`src/rtl/cfp_pkg.sv`:
```
// ----------------------------------------------------------------------------
// cfp_pkg
// Shared types and constants of the camera frame parser: header bytes, frame
// type codes, frame kinds, register indexes and the queued frame record.
// ----------------------------------------------------------------------------
package cfp_pkg;

  localparam int MAX_PAYLOAD = 20;
  localparam int LEN_W       = $clog2(MAX_PAYLOAD + 1);
  localparam int DEC_BYTES   = 8;
  localparam int DEC_AW      = $clog2(DEC_BYTES);
  localparam int QUEUE_DEPTH = 2;
  localparam int QUEUE_AW    = $clog2(QUEUE_DEPTH);
  localparam int QUEUE_CW    = $clog2(QUEUE_DEPTH + 1);

  localparam logic [7:0] HDR_BYTE0 = 8'hAA;
  localparam logic [7:0] HDR_BYTE1 = 8'h30;
  localparam logic [7:0] HDR_BYTE2 = 8'h05;

  localparam logic [7:0] TYPE_CIRCLE = 8'hE1;
  localparam logic [7:0] TYPE_LINE   = 8'hE2;
  localparam logic [7:0] TYPE_STICK  = 8'hE3;
  localparam logic [7:0] TYPE_POWER  = 8'hE4;
  localparam logic [7:0] TYPE_BLOB   = 8'hE5;

  localparam logic [1:0] REG_MIN_RADIUS    = 2'd0;
  localparam logic [1:0] REG_MIN_MAGNITUDE = 2'd1;
  localparam logic [1:0] REG_BLOB_WRAP     = 2'd2;

  localparam logic [15:0] RST_MIN_RADIUS    = 16'd20;
  localparam logic [15:0] RST_MIN_MAGNITUDE = 16'd1700;
  localparam logic [7:0]  RST_BLOB_WRAP     = 8'd100;

  typedef enum logic [2:0] {
    KIND_CIRCLE = 3'd0,
    KIND_LINE   = 3'd1,
    KIND_POWER  = 3'd2,
    KIND_STICK  = 3'd3,
    KIND_BLOB   = 3'd4,
    KIND_OTHER  = 3'd5
  } frame_kind_t;

  typedef enum logic [2:0] {
    PH_HUNT,
    PH_HDR1,
    PH_HDR2,
    PH_TYPE,
    PH_LEN,
    PH_PAYLOAD,
    PH_SUM
  } phase_t;

  typedef struct packed {
    frame_kind_t                   kind;
    logic [DEC_BYTES-1:0][7:0]     bytes;
  } frame_rec_t;

  typedef struct packed {
    logic full;
    logic empty;
  } q_status_t;

  typedef struct packed {
    logic [15:0] min_radius;
    logic [15:0] min_magnitude;
    logic [7:0]  blob_wrap_limit;
  } cfg_regs_t;

  function automatic frame_kind_t classify(input logic [7:0] code);
    frame_kind_t k;
    case (code)
      TYPE_CIRCLE: k = KIND_CIRCLE;
      TYPE_LINE:   k = KIND_LINE;
      TYPE_STICK:  k = KIND_STICK;
      TYPE_POWER:  k = KIND_POWER;
      TYPE_BLOB:   k = KIND_BLOB;
      default:     k = KIND_OTHER;
    endcase
    return k;
  endfunction

endpackage

```
`src/rtl/camera_frame_parser_core.sv`:
```
// A good frame's record is queued, then decoded into the output register.
// Throughput: one received byte per cycle; the parser decides each byte in one
// step and the record queue (two frames deep) lets the decoder stall alone.
// Input stall rises only while the record queue is full.
// Reset (synchronous, active high) returns the parser to header hunt, empties
// the queue, clears the held centre and loads the register reset values.
// ----------------------------------------------------------------------------
// camera_frame_parser_core
// Camera link frame parser: header hunt, checksum check and frame decode.
// ----------------------------------------------------------------------------
module camera_frame_parser_core (
  input  logic              clk,
  input  logic              rst,
  input  logic              in_valid,
  output logic              in_stall,
  input  logic [7:0]        rx_byte,
  input  logic              cfg_valid,
  output logic              cfg_ready,
  input  logic [1:0]        cfg_index,
  input  logic [15:0]       cfg_data,
  output logic              out_valid,
  input  logic              out_stall,
  output logic [2:0]        frame_kind,
  output logic [15:0]       word0,
  output logic [15:0]       word1,
  output logic [15:0]       word2,
  output logic [15:0]       word3,
  output logic [7:0]        line_flags,
  output logic signed [8:0] blob_x,
  output logic signed [8:0] blob_y,
  output logic signed [8:0] blob_size,
  output logic              circle_accepted,
  output logic [15:0]       held_x,
  output logic [15:0]       held_y
);

  cfp_pkg::cfg_regs_t  cfg;
  cfp_pkg::q_status_t  q_status;
  cfp_pkg::frame_rec_t push_rec, pop_rec;
  logic accept, push, pop;

  assign cfg_ready = 1'b1;
  assign in_stall  = q_status.full;
  assign accept    = in_valid && !in_stall;

  always_ff @(posedge clk) begin
    if (rst) begin
      cfg.min_radius      <= cfp_pkg::RST_MIN_RADIUS;
      cfg.min_magnitude   <= cfp_pkg::RST_MIN_MAGNITUDE;
      cfg.blob_wrap_limit <= cfp_pkg::RST_BLOB_WRAP;
    end else if (cfg_valid && cfg_ready) begin
      case (cfg_index)
        cfp_pkg::REG_MIN_RADIUS:    cfg.min_radius      <= cfg_data;
        cfp_pkg::REG_MIN_MAGNITUDE: cfg.min_magnitude   <= cfg_data;
        cfp_pkg::REG_BLOB_WRAP:     cfg.blob_wrap_limit <= cfg_data[7:0];
        default:                    cfg.blob_wrap_limit <= cfg.blob_wrap_limit;
      endcase
    end
  end

  cfp_front u_front (
    .clk     (clk),
    .rst     (rst),
    .accept  (accept),
    .rx_byte (rx_byte),
    .push    (push),
    .rec     (push_rec)
  );

  cfp_queue u_queue (
    .clk      (clk),
    .rst      (rst),
    .push     (push),
    .push_rec (push_rec),
    .pop      (pop),
    .pop_rec  (pop_rec),
    .status   (q_status)
  );

  cfp_back u_back (
    .clk             (clk),
    .rst             (rst),
    .cfg             (cfg),
    .q_status        (q_status),
    .rec             (pop_rec),
    .pop             (pop),
    .out_valid       (out_valid),
    .out_stall       (out_stall),
    .frame_kind      (frame_kind),
    .word0           (word0),
    .word1           (word1),
    .word2           (word2),
    .word3           (word3),
    .line_flags      (line_flags),
    .blob_x          (blob_x),
    .blob_y          (blob_y),
    .blob_size       (blob_size),
    .circle_accepted (circle_accepted),
    .held_x          (held_x),
    .held_y          (held_y)
  );

`ifndef SYNTHESIS
  a_no_push_when_full: assert property (@(posedge clk) disable iff (rst)
    !(push && q_status.full))
    else $error("frame record pushed into a full queue");

  a_queue_status: assert property (@(posedge clk) disable iff (rst)
    !(q_status.full && q_status.empty))
    else $error("queue reports full and empty together");

  a_accept_circle_only: assert property (@(posedge clk) disable iff (rst)
    out_valid && circle_accepted |-> frame_kind == cfp_pkg::KIND_CIRCLE)
    else $error("centre update flagged on a non-circle frame");

  a_held_follows_accept: assert property (@(posedge clk) disable iff (rst)
    out_valid && circle_accepted |-> held_x == word0 && held_y == word1)
    else $error("held centre does not match accepted circle");
`endif

endmodule

```
`src/rtl/cfp_front.sv`:
```
// ----------------------------------------------------------------------------
// cfp_front
// Byte parser: hunts for the header, classifies the frame type, gathers the
// leading payload bytes and checks the running sum. Pushes one frame record
// per good frame.
// ----------------------------------------------------------------------------
module cfp_front (
  input  logic               clk,
  input  logic               rst,
  input  logic               accept,
  input  logic [7:0]         rx_byte,
  output logic               push,
  output cfp_pkg::frame_rec_t rec
);

  cfp_pkg::phase_t phase, phase_next;
  logic [7:0]                     running_sum;
  logic [7:0]                     sum_next;
  cfp_pkg::frame_kind_t           kind;
  logic [cfp_pkg::LEN_W-1:0]      length;
  logic [cfp_pkg::LEN_W-1:0]      idx;
  logic [cfp_pkg::LEN_W:0]        idx_inc;
  logic [cfp_pkg::DEC_BYTES-1:0][7:0] store;
  logic                           sum_ok;

  assign idx_inc = {1'b0, idx} + (cfp_pkg::LEN_W + 1)'(1);
  assign sum_ok  = (running_sum == rx_byte);

  // next state
  always_comb begin
    phase_next = phase;
    case (phase)
      cfp_pkg::PH_HUNT: begin
        if (rx_byte == cfp_pkg::HDR_BYTE0) phase_next = cfp_pkg::PH_HDR1;
      end
      cfp_pkg::PH_HDR1: begin
        phase_next = (rx_byte == cfp_pkg::HDR_BYTE1) ? cfp_pkg::PH_HDR2 : cfp_pkg::PH_HUNT;
      end
      cfp_pkg::PH_HDR2: begin
        phase_next = (rx_byte == cfp_pkg::HDR_BYTE2) ? cfp_pkg::PH_TYPE : cfp_pkg::PH_HUNT;
      end
      cfp_pkg::PH_TYPE: phase_next = cfp_pkg::PH_LEN;
      cfp_pkg::PH_LEN: begin
        if (rx_byte > 8'(cfp_pkg::MAX_PAYLOAD)) phase_next = cfp_pkg::PH_HUNT;
        else if (rx_byte == 8'd0)                phase_next = cfp_pkg::PH_SUM;
        else                                     phase_next = cfp_pkg::PH_PAYLOAD;
      end
      cfp_pkg::PH_PAYLOAD: begin
        if (idx_inc >= {1'b0, length}) phase_next = cfp_pkg::PH_SUM;
      end
      cfp_pkg::PH_SUM: phase_next = cfp_pkg::PH_HUNT;
      default:         phase_next = cfp_pkg::PH_HUNT;
    endcase
  end

  // outputs
  always_comb begin
    sum_next = running_sum + rx_byte;
    push     = 1'b0;
    case (phase)
      cfp_pkg::PH_HUNT: sum_next = rx_byte;
      cfp_pkg::PH_SUM:  push     = accept && sum_ok;
      default:          push     = 1'b0;
    endcase
  end

  // bytes at or beyond the received length read as zero
  always_comb begin
    rec.kind = kind;
    for (int i = 0; i < cfp_pkg::DEC_BYTES; i++) begin
      rec.bytes[i] = (cfp_pkg::LEN_W'(i) < length) ? store[i] : 8'd0;
    end
  end

  always_ff @(posedge clk) begin
    if (rst) begin
      phase <= cfp_pkg::PH_HUNT;
    end else if (accept) begin
      phase <= phase_next;
    end
  end

  always_ff @(posedge clk) begin
    if (accept) begin
      running_sum <= sum_next;
      if (phase == cfp_pkg::PH_TYPE) kind <= cfp_pkg::classify(rx_byte);
      if (phase == cfp_pkg::PH_LEN) begin
        length <= rx_byte[cfp_pkg::LEN_W-1:0];
        idx    <= '0;
      end
      if (phase == cfp_pkg::PH_PAYLOAD) begin
        idx <= idx_inc[cfp_pkg::LEN_W-1:0];
        if (idx < cfp_pkg::LEN_W'(cfp_pkg::DEC_BYTES)) store[idx[cfp_pkg::DEC_AW-1:0]] <= rx_byte;
      end
    end
  end

endmodule

```
`src/rtl/cfp_queue.sv`:
```
// ----------------------------------------------------------------------------
// cfp_queue
// Short frame record queue between the parser and the decoder.
// ----------------------------------------------------------------------------
module cfp_queue (
  input  logic                clk,
  input  logic                rst,
  input  logic                push,
  input  cfp_pkg::frame_rec_t push_rec,
  input  logic                pop,
  output cfp_pkg::frame_rec_t pop_rec,
  output cfp_pkg::q_status_t  status
);

  cfp_pkg::frame_rec_t entries [cfp_pkg::QUEUE_DEPTH];
  logic [cfp_pkg::QUEUE_AW-1:0] wr_ptr, rd_ptr;
  logic [cfp_pkg::QUEUE_CW-1:0] count;
  logic do_push, do_pop;

  assign status.full  = (count == cfp_pkg::QUEUE_CW'(cfp_pkg::QUEUE_DEPTH));
  assign status.empty = (count == '0);
  assign do_push = push && !status.full;
  assign do_pop  = pop && !status.empty;
  assign pop_rec = entries[rd_ptr];

  function automatic logic [cfp_pkg::QUEUE_AW-1:0] bump(input logic [cfp_pkg::QUEUE_AW-1:0] p);
    return (p == cfp_pkg::QUEUE_AW'(cfp_pkg::QUEUE_DEPTH - 1)) ? '0 : p + 1'b1;
  endfunction

  always_ff @(posedge clk) begin
    if (rst) begin
      wr_ptr <= '0;
      rd_ptr <= '0;
      count  <= '0;
    end else begin
      if (do_push) wr_ptr <= bump(wr_ptr);
      if (do_pop)  rd_ptr <= bump(rd_ptr);
      if (do_push && !do_pop)      count <= count + 1'b1;
      else if (do_pop && !do_push) count <= count - 1'b1;
    end
  end

  always_ff @(posedge clk) begin
    if (do_push) entries[wr_ptr] <= push_rec;
  end

endmodule

```
`src/rtl/cfp_back.sv`:
```
// ----------------------------------------------------------------------------
// cfp_back
// Frame decoder: takes a queued record, builds the result fields, updates the
// held circle centre and holds the result in the output register.
// ----------------------------------------------------------------------------
module cfp_back (
  input  logic                        clk,
  input  logic                        rst,
  input  cfp_pkg::cfg_regs_t          cfg,
  input  cfp_pkg::q_status_t          q_status,
  input  cfp_pkg::frame_rec_t         rec,
  output logic                        pop,
  output logic                        out_valid,
  input  logic                        out_stall,
  output logic [2:0]                  frame_kind,
  output logic [15:0]                 word0,
  output logic [15:0]                 word1,
  output logic [15:0]                 word2,
  output logic [15:0]                 word3,
  output logic [7:0]                  line_flags,
  output logic signed [8:0]           blob_x,
  output logic signed [8:0]           blob_y,
  output logic signed [8:0]           blob_size,
  output logic                        circle_accepted,
  output logic [15:0]                 held_x,
  output logic [15:0]                 held_y
);

  logic [15:0] held_centre_x, held_centre_y;
  logic [15:0] w0, w1, w2, w3;
  logic [15:0] w0_next, w1_next, w2_next, w3_next;
  logic [7:0]  flags_next;
  logic [8:0]  bx_next, by_next, bs_next;
  logic        acc_next;
  logic        is_circle_ok;

  function automatic logic [8:0] wrap(input logic [7:0] b, input logic [7:0] limit);
    return {(b > limit), b};
  endfunction

  assign pop = !q_status.empty && (!out_valid || !out_stall);

  assign w0 = {rec.bytes[0], rec.bytes[1]};
  assign w1 = {rec.bytes[2], rec.bytes[3]};
  assign w2 = {rec.bytes[4], rec.bytes[5]};
  assign w3 = {rec.bytes[6], rec.bytes[7]};

  assign is_circle_ok = (w0 != 16'd0) && (w1 != 16'd0) &&
                        (w2 >= cfg.min_radius) && (w3 >= cfg.min_magnitude);

  always_comb begin
    w0_next    = '0;
    w1_next    = '0;
    w2_next    = '0;
    w3_next    = '0;
    flags_next = '0;
    bx_next    = '0;
    by_next    = '0;
    bs_next    = '0;
    acc_next   = 1'b0;
    case (rec.kind)
      cfp_pkg::KIND_CIRCLE: begin
        w0_next  = w0;
        w1_next  = w1;
        w2_next  = w2;
        w3_next  = w3;
        acc_next = is_circle_ok;
      end
      cfp_pkg::KIND_LINE: begin
        w0_next    = w0;
        w1_next    = w1;
        flags_next = rec.bytes[4];
      end
      cfp_pkg::KIND_POWER: begin
        w0_next = w0;
        w1_next = w1;
        w2_next = w2;
      end
      cfp_pkg::KIND_BLOB: begin
        bx_next = wrap(rec.bytes[0], cfg.blob_wrap_limit);
        by_next = wrap(rec.bytes[1], cfg.blob_wrap_limit);
        bs_next = wrap(rec.bytes[2], cfg.blob_wrap_limit);
      end
      default: acc_next = 1'b0;
    endcase
  end

  always_ff @(posedge clk) begin
    if (rst) begin
      out_valid     <= 1'b0;
      held_centre_x <= '0;
      held_centre_y <= '0;
    end else begin
      if (pop) begin
        out_valid <= 1'b1;
        if (acc_next) begin
          held_centre_x <= w0;
          held_centre_y <= w1;
        end
      end else if (!out_stall) begin
        out_valid <= 1'b0;
      end
    end
  end

  always_ff @(posedge clk) begin
    if (pop) begin
      frame_kind      <= rec.kind;
      word0           <= w0_next;
      word1           <= w1_next;
      word2           <= w2_next;
      word3           <= w3_next;
      line_flags      <= flags_next;
      blob_x          <= bx_next;
      blob_y          <= by_next;
      blob_size       <= bs_next;
      circle_accepted <= acc_next;
      held_x          <= acc_next ? w0 : held_centre_x;
      held_y          <= acc_next ? w1 : held_centre_y;
    end
  end

endmodule

```
`config.mk`:
```
export PLATFORM = sky130hd
export DESIGN_NAME = camera_frame_parser_core
export DESIGN_NICKNAME = d
export VERILOG_FILES = /design/src/rtl/cfp_pkg.sv /design/src/rtl/camera_frame_parser_core.sv /design/src/rtl/cfp_front.sv /design/src/rtl/cfp_queue.sv /design/src/rtl/cfp_back.sv
export SDC_FILE = /design/constraint.sdc
export NUM_CORES = 1
export LEC_CHECK = 0
export BUFFER_PORTS_ARGS = -buffer_cell sky130_fd_sc_hd__buf_2
export CORE_MARGIN = 8
export CORE_UTILIZATION = 42
export DETAILED_ROUTE_END_ITERATION = 6
export MAX_ROUTING_LAYER = met4
export PLACE_DENSITY_LB_ADDON = 0.2
export SKIP_LAST_GASP = 1
export SLEW_MARGIN = 20
export SYNTH_ARGS = -nofsm -noshare
export SYNTH_HDL_FRONTEND = slang
export SYNTH_SLANG_ARGS = --single-unit
export TNS_END_PERCENT = 10
```
`constraint.sdc`:
```
create_clock -name clk -period 8 [get_ports clk]
set_clock_uncertainty 0.15 [all_clocks]
set_input_delay 0.8 -clock clk [delete_from_list [all_inputs] [get_ports clk]]
set_output_delay 0.8 -clock clk [all_outputs]
set_load 0.1 [all_outputs]
```
### Word level (Yosys, flattened, before mapping)

Memories as Yosys holds them, arrays and structs flattened. A register that Yosys moved wholly into a read port is not among the register bits.
Cells that the tools add are included.
Widths: inputs -> output; s select.

* flip-flop bits (word level): 300
* bits in writable memories: 134
* input port bits: 31
* memories: 1

Memory list
* u_queue.entries: words 2, bits a word 67, read ports 1, clocked after memory_dff 1, wr ports 1, line cfp_queue.sv:15 `cfp_pkg::frame_rec_t entries [cfp_pkg::QUEUE_DEPTH];`

* add/sub/neg operators: 6
* $lt $le $gt $ge: 18
* equal/unequal tests: 24
* muxes and demuxes: 36
* reduce and logical (&&, ||, !) cells: 37

Operators by type and width (count)
* $mux 8: 10
* $bwmux 64: 1
* $eq 8x8->1 const B: 6
* $ge 16x16->1: 2
* $mux 16: 2
* $reduce_bool 16->1: 2
* $demux 8 s3: 1
* $gt 8x8->1: 3
* $lt 3x5->1 const A: 4
* $pmux 3 s6: 1
* $pmux 3 s5: 1
* $eq 3x3->1 const B: 4
* $reduce_and 2->1: 6
* $logic_and 1x1->1: 11
* $lt 1x5->1 const A: 2
* $lt 2x5->1 const A: 2
* $mux 1: 10
* $mux 2: 5
* $mux 5: 2
* $eq 3x2->1 const B: 3
* $mux 3: 3
* $add 8x8->8: 1
* $eq 8x3->1 const B: 1
* $eq 8x6->1 const B: 1
* other kinds (23): 37

### Longest topological paths before layout

Gate-level depths: netlist of run 1.

* word-level depth: 10
* gate-level depth with buffers: 17

### By module

A second synthesis of run 1 with hierarchy kept.

* cell total of the unflattened synthesis: 1338
* area, all modules: 18995.7 sq um

By module, submodules not included
* cfp_back: instances 1, cells an instance 614, area an instance 8124.0 sq um, seq. area each 4714.5 sq um
* cfp_queue: instances 1, cells an instance 233, area an instance 5052.3 sq um, seq. area each 4124.0 sq um
* cfp_front: instances 1, cells an instance 330, area an instance 4162.7 sq um, seq. area each 2612.5 sq um
* camera_frame_parser_core: instances 1, cells an instance 161, area an instance 1656.6 sq um, seq. area each 800.8 sq um

### Worst setup path before layout of run 1

Ideal clock, no wire load.

* path type: in2reg
* start point: in rx_byte[6]
* end point: mem u_queue.entries[0][0] (netlist name) (enable)
* arrival time: 5286 ps
* setup slack: 2064 ps
* cell stages on the path: 4
* buffers on the path: 0
* path through: ha_1 -> or4b_2 -> nor4_1 -> nor2b_1

* longest elaborated chain between the ends: 6

RTL lines
* start: declaration: line camera_frame_parser_core.sv:16 `input logic [7:0] rx_byte,`
* $eq 8x8->1: line cfp_front.sv:27 `assign sum_ok = (running_sum == rx_byte);`
* $logic_and 1x1->1: line cfp_front.sv:62 `cfp_pkg::PH_SUM: push = accept && sum_ok;`
* $mux 1: line cfp_front.sv:60 `case (phase)`
* $logic_and 1x1->1: line cfp_queue.sv:22 `assign do_push = push && !status.full;`
* net u_queue.do_push: line cfp_queue.sv:18 `logic do_push, do_pop;`
* $mux 1: line cfp_queue.sv:44 `if (do_push) entries[wr_ptr] <= push_rec;`
* $mux 1 (implied by the code): line cfp_queue.sv:44
* end: declaration: line cfp_queue.sv:15

The timed path passes the listed nets, and every way through them passes these cells.

==> impl_metrics.ini, run 1 <==
[outcome]
status = completed

[floorplan]
initial_core_util_pct = 42.18
die_h_um = 225.8
pin_count = 169
die_area_sq_mm = 0.05099
core_sq_mm = 0.04384
num_rows = 77
dieWidth_um = 225.8

[synth]
synth_top_flop_cell = edfxtp_1
synth_top_area_share_pct = 57.49
postSynthAreaPerCell_sq_um = 13.29
synth-async-reset-ratio_pct = 0
synth-seq-cells = 435
synth_most_common_cell = edfxtp_1
ys_seq_area_share_pct = 66.26
synth_common_cells = edfxtp_1 (354), nor2_1 (132), nand2_1 (108)
yosys_warnings = 0
yosysTopAreaCell = edfxtp_1
syn-num-nets = 1493
netlist_top_cells_area = edfxtp_1 (57%), dfxtp_1 (8.8%), ha_1 (4.7%), nor2b_1 (2.8%), o41ai_2 (2.8%)
synth_cell_types = 57
netlist_area_sq_mm = 0.01849
synth_edf_count = 354
syn_inst = 1391

[timing]
tns_ns = 0
tightest_slew_ns = 1.043
fin_crit_sh_pct = 59.76
hold_viol = 0
rsz0062_at_grt = false
max_slew_margin_pct = 28.44
setup_ws_ns = 3.219
setup_viol = 0
fmax_mhz = 209.2
slew_viol_final = 0
fin_crit_ns = 4.781

[cells_and_area]
nets = 1659
drive_above_1_share_pct = 20.55
largest_register = u_queue.entries
fin_cells = 2183
n_antenna_cell = 0
largest_reg_flops = 134
area_growth_pct = 15.79

[global_route]
grt_max_degree = 96
grt_pass1_wl_um = 66830
grt_pass1_vias = 11282
grt_usage_pct = 17.67
antenna_found_initial = 0
overflow = 0

[worst_setup_path]
startpoint_type = flop
path_max_fanout = 95
path_class = reg2reg
end_kind = flop
arrival_ns = 5.05
required_ns = 8.27

[clock_network]
clk_pin_slew_ns = 0.06
worstSkewPairLatency_ns = 0.57
cts_tree = done
htreeDepth = 2
cts_buffers = 46
hold_buffers = 0
post-cts-setup-buffers = 0
cts_resized = 0
cts_buffer_depth = 3
cts_root_buf = clkbuf_16
cts_sinks = 435

[placement]
io_buffers = 167
place.gp.congestion = 0.8031
placed_cells = 2101
post-place-ws_ns = 3.148
dp.final_hpwl_um = 29650

[routing]
drt_iter0_markers = 814
drcViolationCount = 0
routed-via-count = 11169
routed_via_density = 5.116
dr.pass1.iters = 5
postRouteAntennaNets = 0
wl_um = 44270
wl_per_cell_um = 20.28

[power]
p_switching_mw = 0.9309
switching_share_pct = 19.99
peakVddDrop_v = 0.0001166
leakagePower_nw = 7.859
p_int_mw = 3.725
seqPwrFrac_pct = 52.3
power.density_mw_per_mm2 = 217.4
pwr-share-clk_pct = 45.4
combPwrFrac_pct = 2.3
finalPower_mw = 4.656

[hold_path]
holdCritPathClass = reg2reg

[job]
cap_violations = 0
==> layer usage <==
metal	part of all wire (%)	global-route usage, %	wire length (um)	vias to the layer above
li1	-	-	-	5380
met1	45	22.90	19770	5486
met2	49	28.85	21550	243
met3	4.5	2.363	2005	60
met4	2.2	5.304	954	0
met5	0	-	0	-
==> stage by stage <==
stage	util [%]	hold WS, ns	instance area (sq um)
finish	48.84	0.2999	21410
detailed placement	45.38	0.2853	19890
global route	48.84	0.3188	21410
global placement	45.38	0.2783	19890
CTS	48.83	0.2992	21410
floorplan	-	0.2715	18490
==> worst max-delay path, stage by stage (launching register included) <==
cell      delay, ns
dfxtp_4        0.71
buf_4          0.65
mux2_2         0.42
ha_1           0.30
nand4_1        0.13
nor3b_1        0.19
a211oi_1       0.10
o31ai_1        0.62
o311ai_4       0.32
buf_4          0.50
o211ai_1       0.35
o41ai_2        0.11
==> final cells by class <==
type | count | area (sq um)
well taps | 592 | 740.7
inverters | 83 | 316.6
clock buffers | 67 | 1385
fillers | 3833 | 22430
repair buffers | 183 | 958.4
multi-input cells | 808 | 5628
flip-flops and latches | 435 | 12260
clock inverters | 15 | 126.4
==> cell families after synthesis <==
family / after synthesis / synth area share, %
and+or+nand+nor: 436 / 11.58
buffers and inverters: 148 / 3.546
other: 1 / 0.02028
DFF: 435 / 66.26
AOI/OAI and AO/OA: 212 / 8.804
adders and majority gates: 71 / 4.845
xor gates and xnor gates: 14 / 0.6632
muxes: 74 / 4.283
==> final timing paths <==
path	slack, ns	to	start	cells after the start
setup / recovery	3.22	u_back.held_centre_y[5]$_SDFFE_PP0P_	flop	11
hold / removal	0.30	u_queue.entries[0][66]$_DFFE_PP_	u_front.kind[2]$_SDFFCE_PN1P_	0
setup reg to reg	3.22	u_back.held_centre_y[5]$_SDFFE_PP0P_	flop	11
hold reg to reg	0.30	u_queue.entries[0][66]$_DFFE_PP_	u_front.kind[2]$_SDFFCE_PN1P_	0
==> cell usage in the layout, fill, tap and decap left out, types with 46 or more instances in the layout <==
cell type,netlist,layout
ha_1,70,70
a21oi_1,47,47
mux2i_1,46,46
edfxtp_1,354,354
nor2_1,132,132
inv_1,81,80
nor2b_1,84,83
nand2_1,108,108
dfxtp_1,81,80
o21ai_0,58,57
clkbuf_16,0,50
buf_2,11,166
==> power groups by stage <==
stage | combinational, mW | sequential [mW] | clock [mW]
CTS | 0.107 | 2.43 | 2.16
global placement | 0.104 | 2.48 | 0
global route | 0.118 | 2.43 | 2.25
floorplan | 0.0641 | 2.48 | 0
finish | 0.106 | 2.43 | 2.12
detailed placement | 0.107 | 2.48 | 0
No activity file was read; power rests on OpenSTA's default activity.
==> run 2: changes to the inputs <==
==> constraint.sdc (replaced) <==
create_clock -name clk -period 4.2 [get_ports clk]
set_clock_uncertainty 0.15 [all_clocks]
set_input_delay 0.42 -clock clk [delete_from_list [all_inputs] [get_ports clk]]
set_output_delay 0.42 -clock clk [all_outputs]
set_load 0.1 [all_outputs]
==> impl_metrics.ini, run 2 (same netlist as run 1, synthesis figures left out) <==
[outcome]
status = completed

[worst_setup_path]
startpoint_type = flop
path_common_cell = buf_12
reg2reg_depth = 9
path_max_fanout = 129
arrival_ns = 4.03
cp_slowest_stage_delay_ns = 0.65
cp-endpoint = u_back.held_y[10]$_DFFE_PP_
crit_chain = buf_12 -> buf_4 -> mux2i_2 -> nand2_1 -> a211oi_1 -> nor3_1 -> o311ai_4 -> buf_12 -> o21ai_0
r2r_end = u_back.held_y[10]$_DFFE_PP_
reg2reg_slack_ns = 0.31
path_class = reg2reg
end_kind = flop
crit_slowest_cell = mux2i_2
required_ns = 4.34

[floorplan]
pin_count = 169
initial_core_util_pct = 42.18
core_sq_mm = 0.04384
die_area_sq_mm = 0.05099
die_h_um = 225.8
dieWidth_um = 225.8
num_rows = 77

[cells_and_area]
nets = 1708
drive_above_1_share_pct = 21.99
n_antenna_cell = 0
largest_register = u_queue.entries
final_cell_mix = edfxtp_1 (354), buf_2 (166), nor2_1 (132), nand2_1 (108), nor2b_1 (83)
fill_cells = 3815
area_growth_pct = 18.10
largest_reg_flops = 134
final_common_cell = edfxtp_1
finalInstanceArea_sq_mm = 0.02184

[timing]
rsz0062_at_grt = false
fin_crit_sh_pct = 92.71
max_slew_margin_pct = 26.75
tightest_slew_ns = 1.099
tns_ns = 0
fin_crit_ns = 3.894
setup_viol = 0
slew_viol_final = 0
fmax_mhz = 256.8
hold_viol = 0

[clock_network]
htreeDepth = 2
cts_sinks = 435
worstSkewPairLatency_ns = 0.56
cts_buffers = 46
clk_pin_slew_ns = 0.06
cts_buffer_depth = 3
post-cts-setup-buffers = 0
cts_root_buf = clkbuf_16
cts_tree = done

[routing]
routed_via_density = 5.088
dr.pass1.iters = 5
postRouteAntennaNets = 0
wl_um = 45330
wl_per_cell_um = 20.29
drcViolationCount = 0
drt_iter0_markers = 807
routed-via-count = 11367

[placement]
dpl_cell_area_sq_mm = 0.02023
place.gp.congestion = 0.8079
dp.final_hpwl_um = 30150
io_buffers = 167

[job]
cap_violations = 0

[power]
finalPower_mw = 8.767
power.density_mw_per_mm2 = 401.5
peakVddDrop_v = 0.0002261
leakagePower_nw = 8.070

[hold_path]
holdCritPathClass = in2reg

[global_route]
overflow = 0
grt_usage_pct = 17.98
grt_max_degree = 130
grt_pass1_wl_um = 67970
antenna_found_initial = 1
grt_pass1_vias = 11389
-- run 2: per-stage QoR --
step	setup slack, ns	std cells	hold slack, ns	util (%)
6_report	0.3062	2234	0.05012	49.82
5_1_grt	0.1282	2234	0.03482	49.82
4_1_cts	0.2896	2234	0.004333	49.79
3_5_place_dp	0.2684	2135	0.2910	46.14
3_3_place_gp	0.3126	2135	0.2795	46.13
2_1_floorplan	0.07892	1391	0.2715	-
-- run 2: power breakdown --
| group | switching (mW) | internal [mW] | total (mW) |
|---|---|---|---|
| registers | 0.00937 | 4.63 | 4.64 |
| logic | 0.147 | 0.0772 | 0.224 |
| clock network | 1.63 | 2.28 | 3.91 |
-- run 2: timing repair --
item / in CTS / in global routing
gates resized for setup: 0 / 0
hold buffers: 15 / 0
hold endpoints to repair: 28 / 0
-- run 2: how the worst min path moves through the flow --
| stage | startpoint | endpoint | cells past startpoint |
|---|---|---|---|
| final | cfg_data[2] | cfg[2]$_SDFFE_PP1P_ | 3 |
| after global routing | cfg_data[2] | cfg[26]$_SDFFE_PP1P_ | 3 |
| after CTS | cfg_data[2] | cfg[26]$_SDFFE_PP1P_ | 3 |
| after detailed placement | u_front.kind[2]$_SDFFCE_PN1P_ | u_queue.entries[0][66]$_DFFE_PP_ | 0 |
| after global placement | u_front.kind[0]$_SDFFCE_PN1P_ | u_queue.entries[0][64]$_DFFE_PP_ | 0 |
| after floorplan | u_front.kind[0]$_SDFFCE_PN1P_ | u_queue.entries[0][64]$_DFFE_PP_ | 0 |
-- run 2: layout make-up --
type                    instances  area, sq um  area share, %
repair buffers                232         1439          6.589
well taps                     592        740.7          3.392
clock buffers                  63         1296          5.936
flip-flops and latches        435        12260          56.13
multi-input cells             808         5634          25.80
clock inverters                21        155.1         0.7105
inverters                      83        315.3          1.444
-- run 2: critical path, delay by kind of cell, from the launching register on --
kind            cells  cell delay, ns
mux                 1            0.65
compound gates      3            0.65
buf+inv             3            1.17
flops               1            0.54
simple gates        2            0.31
-- run 2: layer usage --
metal	vias up	global-route usage [%]	part of all wire (%)	routed length, um
li1	5480	-	-	-
met1	5546	23.48	45	20610
met2	276	28.61	48	21690
met3	65	3.091	4.6	2093
met4	0	5.430	2.1	937
met5	-	-	0	0
